--- config.mk ---
export PLATFORM = sky130hd
export DESIGN_NAME = i2c_master_bit_sequencer_flat
export DESIGN_NICKNAME = d
export VERILOG_FILES = /design/src/i2cs_pkg.sv /design/src/i2cs_ifs.sv /design/src/i2c_master_bit_sequencer.sv /design/src/flat_wrapper.sv
export SDC_FILE = /design/constraint.sdc
export NUM_CORES = 1
export LEC_CHECK = 0
export ABC_CLOCK_PERIOD_IN_PS = 4600
export BUFFER_PORTS_ARGS = -buffer_cell sky130_fd_sc_hd__buf_2
export CORE_MARGIN = 2
export CORE_UTILIZATION = 40
export DETAILED_ROUTE_END_ITERATION = 10
export PLACE_DENSITY = 0.6
export SLEW_MARGIN = 20
export SYNTH_ARGS = -nofsm -noshare
export SYNTH_HDL_FRONTEND = slang
export SYNTH_SLANG_ARGS = --single-unit
--- constraint.sdc ---
create_clock -name i_clk -period 4.6 [get_ports i_clk]
set_clock_uncertainty 0.05 [all_clocks]
set_input_delay 0.92 -clock i_clk [delete_from_list [all_inputs] [get_ports i_clk]]
set_output_delay 0.92 -clock i_clk [all_outputs]
set_load 0.01 [all_outputs]
--- src/i2cs_pkg.sv ---
// i2cs_pkg: shared codes and widths for the i2c master bit sequencer
// used by the channel interfaces and the top level, no dependencies
package i2cs_pkg;

    // request codes carried by req_type
    localparam logic [2:0] REQ_TICK     = 3'd0;
    localparam logic [2:0] REQ_START    = 3'd1;
    localparam logic [2:0] REQ_STOP     = 3'd2;
    localparam logic [2:0] REQ_WRITE    = 3'd3;
    localparam logic [2:0] REQ_READ     = 3'd4;
    localparam logic [2:0] REQ_WAIT_ACK = 3'd5;

    // configuration register indexes
    localparam logic [1:0] CFG_LONG_DELAY  = 2'd0;
    localparam logic [1:0] CFG_SHORT_DELAY = 2'd1;
    localparam logic [1:0] CFG_SETUP_DELAY = 2'd2;
    localparam logic [1:0] CFG_ACK_TIMEOUT = 2'd3;

    localparam int unsigned CFG_IDX_W  = 2;
    localparam int unsigned CFG_DATA_W = 16;
    localparam int unsigned DELAY_W    = 16;

    // reset values of the configuration registers
    localparam logic [15:0] LONG_DELAY_RST  = 16'd4;
    localparam logic [15:0] SHORT_DELAY_RST = 16'd2;
    localparam logic [15:0] SETUP_DELAY_RST = 16'd1;
    localparam logic [7:0]  ACK_TIMEOUT_RST = 8'd250;

endpackage

--- src/i2cs_ifs.sv ---
// i2cs channel interfaces: command ticks in, pin results out, register writes
// depends on i2cs_pkg
interface i2cs_cmd_if import i2cs_pkg::*; ();
    logic       valid;
    logic       ready;
    logic [2:0] req_type;
    logic [7:0] write_byte;
    logic       ack_after_read;
    logic       sda_sample;

    modport source (output valid, req_type, write_byte, ack_after_read, sda_sample,
                    input ready);
    modport sink   (input valid, req_type, write_byte, ack_after_read, sda_sample,
                    output ready);
endinterface

interface i2cs_res_if import i2cs_pkg::*; ();
    logic       valid;
    logic       ready;
    logic       scl_level;
    logic       sda_level;
    logic       sda_drive_enable;
    logic       busy_res;
    logic       done_res;
    logic [7:0] read_byte;
    logic       ack_failed;

    modport source (output valid, scl_level, sda_level, sda_drive_enable, busy_res,
                    done_res, read_byte, ack_failed, input ready);
    modport sink   (input valid, scl_level, sda_level, sda_drive_enable, busy_res,
                    done_res, read_byte, ack_failed, output ready);
endinterface

interface i2cs_cfg_if import i2cs_pkg::*; ();
    logic                  valid;
    logic                  ready;
    logic [CFG_IDX_W-1:0]  index;
    logic [CFG_DATA_W-1:0] data;

    modport source (output valid, index, data, input ready);
    modport sink   (input valid, index, data, output ready);
endinterface

--- src/i2c_master_bit_sequencer.sv ---
// i2c_master_bit_sequencer: tick-driven i2c master, one pin result per tick
// depends on i2cs_pkg and the channel interfaces in i2cs_ifs.sv
//
//  channel  | dir | transfer moves                                 | ready
//  i_cmd    | in  | req_type, write_byte, ack_after_read, sda_sample| result slot free
//  o_res    | out | scl/sda levels, drive enable, busy, done, data | from consumer
//  i_cfg    | in  | register index, write data                     | always high
//
// on every accepted tick the sequencer state and the result register load on
// the same edge, so a tick can follow in every cycle while i_cmd.ready is high
// a result waiting in the output register only stalls i_cmd when o_res.ready is low
// synchronous active-low reset returns the bus to idle with scl and sda high
// and the delay registers to their defaults
module i2c_master_bit_sequencer
    import i2cs_pkg::*;
(
    input  logic       i_clk,
    input  logic       i_rst_n,
    i2cs_cmd_if.sink   i_cmd,
    i2cs_res_if.source o_res,
    i2cs_cfg_if.sink   i_cfg
);

    // sequencer phases
    typedef enum logic [13:0] {
        PH_IDLE    = 14'h0001,
        PH_ST_A    = 14'h0002,
        PH_ST_B    = 14'h0004,
        PH_SP_A    = 14'h0008,
        PH_SP_B    = 14'h0010,
        PH_SP_C    = 14'h0020,
        PH_WA_SET  = 14'h0040,
        PH_WA_POLL = 14'h0080,
        PH_WR_LOW  = 14'h0100,
        PH_WR_HIGH = 14'h0200,
        PH_RD_LOW  = 14'h0400,
        PH_RD_HIGH = 14'h0800,
        PH_AK_LOW  = 14'h1000,
        PH_AK_HIGH = 14'h2000
    } t_phase;

    // a zero delay behaves as one tick
    function automatic logic [DELAY_W-1:0] eff_delay(input logic [DELAY_W-1:0] d);
        return (d == '0) ? DELAY_W'(1) : d;
    endfunction

    // configuration registers
    logic [DELAY_W-1:0] r_long_delay;
    logic [DELAY_W-1:0] r_short_delay;
    logic [DELAY_W-1:0] r_setup_delay;
    logic [7:0]         r_ack_timeout;

    // sequencer state
    t_phase             r_phase,    n_phase;
    logic [DELAY_W-1:0] r_tick,     n_tick;
    logic [2:0]         r_bit,      n_bit;
    logic [7:0]         r_shift,    n_shift;
    logic [7:0]         r_poll,     n_poll;
    logic               r_scl,      n_scl;
    logic               r_sda,      n_sda;
    logic               r_sda_oe,   n_sda_oe;
    logic               r_ack_sel,  n_ack_sel;
    logic               r_fail,     n_fail;
    logic [7:0]         r_held,     n_held;
    logic               n_done;

    // result register
    logic               r_out_valid;
    logic               r_res_scl;
    logic               r_res_sda;
    logic               r_res_oe;
    logic               r_res_busy;
    logic               r_res_done;
    logic [7:0]         r_res_byte;
    logic               r_res_fail;

    logic               w_take;
    logic [DELAY_W-1:0] w_tick_dec;
    logic               w_expire;
    logic [7:0]         w_poll_base;
    logic [8:0]         w_poll_next;
    logic               w_poll_over;

    // a tick is taken whenever the result slot is free or being emptied
    assign i_cmd.ready = !r_out_valid || o_res.ready;
    assign w_take      = i_cmd.valid && i_cmd.ready;
    assign i_cfg.ready = 1'b1;

    assign w_tick_dec = (r_tick != '0) ? r_tick - DELAY_W'(1) : r_tick;
    assign w_expire   = (w_tick_dec == '0);

    // ack wait poll count: the first poll starts from zero
    assign w_poll_base = (r_phase == PH_WA_SET) ? 8'd0 : r_poll;
    assign w_poll_next = {1'b0, w_poll_base} + 9'd1;
    assign w_poll_over = (w_poll_next > {1'b0, r_ack_timeout});

    always_comb begin
        n_phase   = r_phase;
        n_tick    = r_tick;
        n_bit     = r_bit;
        n_shift   = r_shift;
        n_poll    = r_poll;
        n_scl     = r_scl;
        n_sda     = r_sda;
        n_sda_oe  = r_sda_oe;
        n_ack_sel = r_ack_sel;
        n_fail    = r_fail;
        n_held    = r_held;
        n_done    = 1'b0;

        // timed phases count down one tick each
        if (r_phase != PH_IDLE && r_phase != PH_WA_POLL) begin
            n_tick = w_tick_dec;
        end

        case (r_phase)
            PH_IDLE: begin
                case (i_cmd.req_type)
                    REQ_START: begin
                        n_sda_oe = 1'b1;
                        n_sda    = 1'b1;
                        n_scl    = 1'b1;
                        n_phase  = PH_ST_A;
                        n_tick   = eff_delay(r_long_delay);
                    end
                    REQ_STOP: begin
                        n_sda_oe = 1'b1;
                        n_scl    = 1'b0;
                        n_sda    = 1'b0;
                        n_phase  = PH_SP_A;
                        n_tick   = eff_delay(r_long_delay);
                    end
                    REQ_WRITE: begin
                        n_sda_oe = 1'b1;
                        n_shift  = i_cmd.write_byte;
                        n_bit    = 3'd0;
                        n_scl    = 1'b0;
                        n_sda    = i_cmd.write_byte[7];
                        n_phase  = PH_WR_LOW;
                        n_tick   = eff_delay(r_long_delay);
                    end
                    REQ_READ: begin
                        n_sda_oe  = 1'b0;
                        n_shift   = 8'd0;
                        n_bit     = 3'd0;
                        n_ack_sel = i_cmd.ack_after_read;
                        n_scl     = 1'b0;
                        n_phase   = PH_RD_LOW;
                        n_tick    = eff_delay(r_long_delay);
                    end
                    REQ_WAIT_ACK: begin
                        n_sda_oe = 1'b0;
                        n_sda    = 1'b1;
                        n_fail   = 1'b0;
                        n_phase  = PH_WA_SET;
                        n_tick   = eff_delay(r_setup_delay);
                    end
                    default: begin
                        // tick only, and unknown codes
                    end
                endcase
            end
            PH_ST_A: begin
                if (w_expire) begin
                    n_sda   = 1'b0;
                    n_phase = PH_ST_B;
                    n_tick  = eff_delay(r_long_delay);
                end
            end
            PH_ST_B: begin
                if (w_expire) begin
                    n_scl   = 1'b0;
                    n_phase = PH_IDLE;
                    n_done  = 1'b1;
                end
            end
            PH_SP_A: begin
                if (w_expire) begin
                    n_scl   = 1'b1;
                    n_phase = PH_SP_B;
                    n_tick  = eff_delay(r_short_delay);
                end
            end
            PH_SP_B: begin
                if (w_expire) begin
                    n_sda   = 1'b1;
                    n_phase = PH_SP_C;
                    n_tick  = eff_delay(r_long_delay);
                end
            end
            PH_SP_C: begin
                if (w_expire) begin
                    n_phase = PH_IDLE;
                    n_done  = 1'b1;
                end
            end
            PH_WA_SET, PH_WA_POLL: begin
                // scl rises as polling starts, then one sample per tick
                if (r_phase == PH_WA_POLL || w_expire) begin
                    n_scl = 1'b1;
                    if (!i_cmd.sda_sample) begin
                        n_scl   = 1'b0;
                        n_phase = PH_IDLE;
                        n_done  = 1'b1;
                        if (r_phase == PH_WA_SET) begin
                            n_poll = 8'd0;
                        end
                    end else if (w_poll_over) begin
                        // timed out: flag it and release the bus with a stop
                        n_poll   = w_poll_base;
                        n_fail   = 1'b1;
                        n_sda_oe = 1'b1;
                        n_scl    = 1'b0;
                        n_sda    = 1'b0;
                        n_phase  = PH_SP_A;
                        n_tick   = eff_delay(r_long_delay);
                    end else begin
                        n_poll  = w_poll_next[7:0];
                        n_phase = PH_WA_POLL;
                    end
                end
            end
            PH_WR_LOW: begin
                if (w_expire) begin
                    n_scl   = 1'b1;
                    n_phase = PH_WR_HIGH;
                    n_tick  = eff_delay(r_short_delay);
                end
            end
            PH_WR_HIGH: begin
                if (w_expire) begin
                    if (r_bit != 3'd7) begin
                        n_bit   = r_bit + 3'd1;
                        n_scl   = 1'b0;
                        n_sda   = r_shift[~(r_bit + 3'd1)];
                        n_phase = PH_WR_LOW;
                        n_tick  = eff_delay(r_long_delay);
                    end else begin
                        n_scl   = 1'b0;
                        n_phase = PH_IDLE;
                        n_done  = 1'b1;
                    end
                end
            end
            PH_RD_LOW: begin
                if (w_expire) begin
                    // sample on the rising scl edge
                    n_scl   = 1'b1;
                    n_shift = {r_shift[6:0], i_cmd.sda_sample};
                    n_phase = PH_RD_HIGH;
                    n_tick  = eff_delay(r_long_delay);
                end
            end
            PH_RD_HIGH: begin
                if (w_expire) begin
                    n_scl = 1'b0;
                    if (r_bit != 3'd7) begin
                        n_bit   = r_bit + 3'd1;
                        n_phase = PH_RD_LOW;
                        n_tick  = eff_delay(r_long_delay);
                    end else begin
                        n_sda_oe = 1'b1;
                        n_sda    = !r_ack_sel;
                        n_phase  = PH_AK_LOW;
                        n_tick   = r_ack_sel ? eff_delay(r_setup_delay)
                                             : eff_delay(r_short_delay);
                    end
                end
            end
            PH_AK_LOW: begin
                if (w_expire) begin
                    n_scl   = 1'b1;
                    n_phase = PH_AK_HIGH;
                    n_tick  = eff_delay(r_short_delay);
                end
            end
            PH_AK_HIGH: begin
                if (w_expire) begin
                    n_scl   = 1'b0;
                    n_held  = r_shift;
                    n_phase = PH_IDLE;
                    n_done  = 1'b1;
                end
            end
            default: begin
                n_phase = PH_IDLE;
            end
        endcase
    end

    // configuration writes
    always_ff @(posedge i_clk) begin
        if (!i_rst_n) begin
            r_long_delay  <= LONG_DELAY_RST;
            r_short_delay <= SHORT_DELAY_RST;
            r_setup_delay <= SETUP_DELAY_RST;
            r_ack_timeout <= ACK_TIMEOUT_RST;
        end else if (i_cfg.valid) begin
            case (i_cfg.index)
                CFG_LONG_DELAY:  r_long_delay  <= i_cfg.data;
                CFG_SHORT_DELAY: r_short_delay <= i_cfg.data;
                CFG_SETUP_DELAY: r_setup_delay <= i_cfg.data;
                CFG_ACK_TIMEOUT: r_ack_timeout <= i_cfg.data[7:0];
                default: begin
                end
            endcase
        end
    end

    // sequencer state advances once per accepted tick
    always_ff @(posedge i_clk) begin
        if (!i_rst_n) begin
            r_phase   <= PH_IDLE;
            r_tick    <= '0;
            r_bit     <= 3'd0;
            r_shift   <= 8'd0;
            r_poll    <= 8'd0;
            r_scl     <= 1'b1;
            r_sda     <= 1'b1;
            r_sda_oe  <= 1'b1;
            r_ack_sel <= 1'b0;
            r_fail    <= 1'b0;
            r_held    <= 8'd0;
        end else if (w_take) begin
            r_phase   <= n_phase;
            r_tick    <= n_tick;
            r_bit     <= n_bit;
            r_shift   <= n_shift;
            r_poll    <= n_poll;
            r_scl     <= n_scl;
            r_sda     <= n_sda;
            r_sda_oe  <= n_sda_oe;
            r_ack_sel <= n_ack_sel;
            r_fail    <= n_fail;
            r_held    <= n_held;
        end
    end

    // result register valid
    always_ff @(posedge i_clk) begin
        if (!i_rst_n) begin
            r_out_valid <= 1'b0;
        end else if (w_take) begin
            r_out_valid <= 1'b1;
        end else if (o_res.ready) begin
            r_out_valid <= 1'b0;
        end
    end

    // result payload shows the pins after this tick's update
    always_ff @(posedge i_clk) begin
        if (w_take) begin
            r_res_scl  <= n_scl;
            r_res_sda  <= n_sda;
            r_res_oe   <= n_sda_oe;
            r_res_busy <= (n_phase != PH_IDLE);
            r_res_done <= n_done;
            r_res_byte <= n_held;
            r_res_fail <= n_fail;
        end
    end

    assign o_res.valid            = r_out_valid;
    assign o_res.scl_level        = r_res_scl;
    assign o_res.sda_level        = r_res_sda;
    assign o_res.sda_drive_enable = r_res_oe;
    assign o_res.busy_res         = r_res_busy;
    assign o_res.done_res         = r_res_done;
    assign o_res.read_byte        = r_res_byte;
    assign o_res.ack_failed       = r_res_fail;

endmodule
--- src/flat_wrapper.sv ---
// flat-port wrapper written by rule: the top's interface ports become plain ports
module i2c_master_bit_sequencer_flat import i2cs_pkg::*;
  (i_clk, i_rst_n, i_cmd_valid, i_cmd_req_type, i_cmd_write_byte, i_cmd_ack_after_read, i_cmd_sda_sample, i_cmd_ready, o_res_valid, o_res_scl_level, o_res_sda_level, o_res_sda_drive_enable, o_res_busy_res, o_res_done_res, o_res_read_byte, o_res_ack_failed, o_res_ready, i_cfg_valid, i_cfg_index, i_cfg_data, i_cfg_ready);
  i2cs_cmd_if i_cmd_i ();
  i2cs_res_if o_res_i ();
  i2cs_cfg_if i_cfg_i ();
  input  logic i_clk;
  input  logic i_rst_n;
  input wire logic [$bits(i_cmd_i.valid)-1:0] i_cmd_valid;
  input wire logic [$bits(i_cmd_i.req_type)-1:0] i_cmd_req_type;
  input wire logic [$bits(i_cmd_i.write_byte)-1:0] i_cmd_write_byte;
  input wire logic [$bits(i_cmd_i.ack_after_read)-1:0] i_cmd_ack_after_read;
  input wire logic [$bits(i_cmd_i.sda_sample)-1:0] i_cmd_sda_sample;
  output wire logic [$bits(i_cmd_i.ready)-1:0] i_cmd_ready;
  output wire logic [$bits(o_res_i.valid)-1:0] o_res_valid;
  output wire logic [$bits(o_res_i.scl_level)-1:0] o_res_scl_level;
  output wire logic [$bits(o_res_i.sda_level)-1:0] o_res_sda_level;
  output wire logic [$bits(o_res_i.sda_drive_enable)-1:0] o_res_sda_drive_enable;
  output wire logic [$bits(o_res_i.busy_res)-1:0] o_res_busy_res;
  output wire logic [$bits(o_res_i.done_res)-1:0] o_res_done_res;
  output wire logic [$bits(o_res_i.read_byte)-1:0] o_res_read_byte;
  output wire logic [$bits(o_res_i.ack_failed)-1:0] o_res_ack_failed;
  input wire logic [$bits(o_res_i.ready)-1:0] o_res_ready;
  input wire logic [$bits(i_cfg_i.valid)-1:0] i_cfg_valid;
  input wire logic [$bits(i_cfg_i.index)-1:0] i_cfg_index;
  input wire logic [$bits(i_cfg_i.data)-1:0] i_cfg_data;
  output wire logic [$bits(i_cfg_i.ready)-1:0] i_cfg_ready;
  assign i_cmd_i.valid = i_cmd_valid;
  assign i_cmd_i.req_type = i_cmd_req_type;
  assign i_cmd_i.write_byte = i_cmd_write_byte;
  assign i_cmd_i.ack_after_read = i_cmd_ack_after_read;
  assign i_cmd_i.sda_sample = i_cmd_sda_sample;
  assign i_cmd_ready = i_cmd_i.ready;
  assign o_res_valid = o_res_i.valid;
  assign o_res_scl_level = o_res_i.scl_level;
  assign o_res_sda_level = o_res_i.sda_level;
  assign o_res_sda_drive_enable = o_res_i.sda_drive_enable;
  assign o_res_busy_res = o_res_i.busy_res;
  assign o_res_done_res = o_res_i.done_res;
  assign o_res_read_byte = o_res_i.read_byte;
  assign o_res_ack_failed = o_res_i.ack_failed;
  assign o_res_i.ready = o_res_ready;
  assign i_cfg_i.valid = i_cfg_valid;
  assign i_cfg_i.index = i_cfg_index;
  assign i_cfg_i.data = i_cfg_data;
  assign i_cfg_ready = i_cfg_i.ready;
  i2c_master_bit_sequencer u_core (.i_clk(i_clk), .i_rst_n(i_rst_n), .i_cmd(i_cmd_i), .o_res(o_res_i), .i_cfg(i_cfg_i));
endmodule
==> summary by stage <==
Synthesis
The largest total area in the synthesized netlist belongs to dfxtp_1. Counting flops with a built-in enable in the synthesized netlist gives 14. The fraction of registers with async set or reset after synthesis is 0%. The netlist uses 87 different library cells.

After synthesis, the mean cell area works out to about 7.7 um^2. Ranked by instance count, the synthesized netlist is headed by nand2_1, dfxtp_1, a21oi_1. The area share of the largest cell type after synthesis is a little over a quarter.

For this run, the leading register cell type out of synthesis is dfxtp_1. Sorting the synthesized cells by area gives the leading types as dfxtp_1, nand2_1, a21oi_1, edfxtp_1, clkbuf_1. The cell with the most instances after synthesis is nand2_1.

The count of synthesis-stage warnings from yosys is 0. Of the synthesized area, sequential elements account for a little under a third. The synthesized netlist cell count is about 1,200. Synthesis produced a netlist with a net count of approximately 1,200. Synthesis inferred roughly 130 register bits. The summed instance area of the synthesized netlist is around 9000 um^2.

Pwr
In this run the static leakage power is between 3 and 4 nW. The final total power is ~0.0037 W. The worst ir drop on vdd is 0.232 mV. In this run the power density over the cells is 360 nW/um^2.

Worst setup path
The most critical setup path has its endpoint at u_core.r_tick[13]$_SDFFE_PN0P_. STA puts the critical path data required time at between 4 and 5 ns. The delay of the slowest cell on the worst path is 0.53 ns. The critical path crosses 18 cells after its start point. The signal on the critical path passes through nor4_2, nand4_1, and2_1, ha_1, and3_1, nor2b_1, xnor2_1, nor2_1, ha_1, nand3_1, nor3_2, a211oi_2, o31ai_1, buf_4, nand2_1, nand3_1, a2111oi_0, o2bb2ai_1. The depth of the worst register-to-register path is 18. The category of cells accounting for the largest share of critical-path delay is simple AND/OR/NAND/NOR gates. At the worst endpoint, the arrival time is 4.73 ns. The worst setup path is launched from a flip-flop. The critical path endpoint category is a flip-flop. The critical path starts at u_core.r_phase[5]$_SDFFE_PN0P_. In this run the critical register-to-register path is launched from u_core.r_phase[5]$_SDFFE_PN0P_. The slowest stage of the critical path is the a2111oi_0 cell. Together, buffers and inverters on the worst path number 1. The path type of the worst setup path is flip-flop to flip-flop. Along the worst path, the maximum fanout reaches 8. The endpoint identified for the worst register-to-register timing path is u_core.r_tick[13]$_SDFFE_PN0P_. Across all register-to-register paths, the minimum setup slack is 0.12 ns.

CTS
CTS saw 133 sinks. The total of hold buffers inserted after clock tree synthesis is 0. The post-CTS clock slew at the launch and capture registers of the worst setup and hold paths is 0.06 ns.

The CTS tree is done. The deepest clock path buffer count is 2. The depth of the CTS H-tree is 4.

For the worst-skew pair, the clock arrives at the later sink with an insertion delay of roughly 0.43 ns. Counting the buffers created by CTS gives 17. In this run the clock root is driven by a clkbuf_16.

STA
The max-slew violation count is 0. The fmax is between 0.2 and 0.25 GHz. The share of the cycle needed by the critical path after routing is a little over nine tenths. At the pin with the least slew margin, the transition time is about 1.0 ns.

Setup violations remaining at the end of the flow were counted as 0. In this run the tightest slew margin relative to its limit is 31.3%. Setup repair after global routing could not meet its margin everywhere. After layout, the minimum clock period comes to approximately 4.5 ns.

The hold violation total from the final report is 0. The minimum setup slack in the final design is between 0.1 and 0.15 ns.

Route
Using the TritonRoute via totals, the vias-per-cell ratio works out to 6.36. The count of antenna-violating nets left after detailed routing is 0. The number of search-and-repair iterations in the first detailed-routing pass is 9.

The detailed router finished its first iteration with ~1,300 violations. Across all layers, the routed design uses ~9,400 vias. The wire length after detailed routing is 31,700 um. The DRC violation count after routing is 0.

Dividing the detail-routed wire length by the instance count gives 21.5 um.

Floorplanning
The x dimension of the die is about 150 um. For this configuration, the core starts out at a cell density of between 40% and 50%. The area inside the core boundary is 21,800 um^2. During I/O placement, the number of pins put on the boundary was between 50 and 60. The die covers between 20,000 and 25,000 um^2. The number of placement rows is between 50 and 60. In this run the vertical extent of the chip is approximately 150 um.

Final layout
The number of nets in the layout is 1,232. The share of layout cells above drive strength 1 is roughly 16%. The area growth from synthesis to layout is 14.2%. The repair_antennas step left the layout with diodes totalling 0.

GRT
The largest net degree at the start of global routing is 74. The first global-routing pass estimated about 50,000 um of wire. The global-route usage over all layers is approximately a quarter. The initial antenna violation count is 0. Summed over all layers, the global routing overflow is 0. The number of global-route vias before repair is 8,615.

Worst hold path
In this run the worst hold path is classified as flip-flop to flip-flop.

Run status
The flow ran to the end, and the final reports show no timing, DRC or antenna violations.

Place
In this run the tool buffered the top-level ports with 51 buffer cells. OpenSTA, run right after detailed placement, puts the worst setup slack at -0.0623 ns. The detailed-placement wirelength estimate is 22,600 um.

The congestion estimate from routability-driven global placement came to a little under 1.

Flow run
The max-capacitance violation count is 0.
-- stage by stage --
step                      setup TNS [ns]  hold slack, ns  util [%]  area [um^2]  instances
after detailed placement         -0.0848           0.398      43.6         9510       1443
after CTS                              0           0.407      46.2        10100       1475
after global routing              -0.195           0.421      46.5        10100       1477
after global placement                 0           0.397      43.5         9500       1443
final                                  0           0.406      46.5        10100       1477
after floorplan                        0           0.386         -         8880       1157
-- power breakdown --
part           total [W]  leakage, nW  internal (W)  switching [W]
clock network    0.00136        0.271      0.000757       0.000602
registers        0.00133         1.11       0.00124      0.0000954
logic           0.000960         2.44      0.000364       0.000596
total            0.00365         3.81       0.00236        0.00129
-- worst min-delay path by stage --
stage                                               from                                    to  slack (ns)  depth (start not counted)
global route        u_core.r_ack_timeout[2]$_SDFFE_PN0P_  u_core.r_ack_timeout[2]$_SDFFE_PN0P_        0.42                          2
finish              u_core.r_ack_timeout[2]$_SDFFE_PN0P_  u_core.r_ack_timeout[2]$_SDFFE_PN0P_        0.41                          2
CTS                 u_core.r_ack_timeout[2]$_SDFFE_PN0P_  u_core.r_ack_timeout[2]$_SDFFE_PN0P_        0.41                          2
detailed placement  u_core.r_ack_timeout[2]$_SDFFE_PN0P_  u_core.r_ack_timeout[2]$_SDFFE_PN0P_        0.40                          2
global placement    u_core.r_ack_timeout[2]$_SDFFE_PN0P_  u_core.r_ack_timeout[2]$_SDFFE_PN0P_        0.40                          2
floorplan            u_core.r_long_delay[0]$_SDFFE_PN0P_   u_core.r_long_delay[0]$_SDFFE_PN0P_        0.39                          2
-- placed cells by master (no fill, tap or decap), types with 22 or more instances in the layout --
cell type	synthesis	routed
o21ai_0	40	40
nand3_1	41	41
a21oi_1	112	112
buf_2	3	51
nand4_1	22	22
nor2_1	80	78
buf_4	2	52
inv_1	26	25
dfxtp_1	119	119
nand2_1	187	187
nor3_1	32	30
-- layout make-up --
type / count / area [um^2]
clock inverter: 15 / 145
tap: 280 / 350
timing repair buffer: 103 / 646
sequential: 133 / 2800
multi-input combinational: 903 / 5670
fill: 2197 / 11700
inverter: 26 / 97.6
clock buffer: 17 / 425
-- registers in the layout, summed over array words and instances (netlist names), 3 cells and up --
name	cells
u_core.r_long_delay	16
u_core.r_setup_delay	16
u_core.r_short_delay	16
u_core.r_tick	16
u_core.r_phase	14
u_core.o_res.read_byte	8
u_core.r_ack_timeout	8
u_core.r_held	8
u_core.r_poll	8
u_core.r_shift	8
u_core.r_bit	3
-- kinds of logic (layout without fill, tap and decap cells) --
logic type / count (synthesis) / in the layout / share of synthesized area (%)
adders and majority gates: 12 / 12 / 1.69
other: 1 / 1 / 0.0422
DFF: 133 / 133 / 31.5
buffers and inverters: 121 / 161 / 5.44
xor gates and xnor gates: 20 / 20 / 1.97
and+or+nand+nor: 493 / 493 / 28.5
AOI/OAI and AO/OA: 342 / 342 / 25.9
muxes: 35 / 35 / 4.93
-- timing repair --
| item | 4_1_cts | 5_1_grt |
|---|---|---|
| setup endpoints to repair | 2 | 30 |
| buffers inserted | 0 | 2 |
| cloned | 0 | 0 |
| pin swaps | 0 | 3 |
| resized for setup | 1 | 6 |
-- tightest hold or removal path: stages (launching register included) --
cell     delay [ns]
dfxtp_1        0.31
nand2_1        0.05
a21oi_1        0.05
-- per-layer routing --
metal	up-vias	part of all wire, %	GRT usage, %
met4	0	2.3	7.98
li1	4359	-	-
met2	556	44	40.6
met3	62	9.7	4.48
met5	-	0	0
met1	4424	44	38.5
Note: power is estimated with default switching activity, not from simulation.
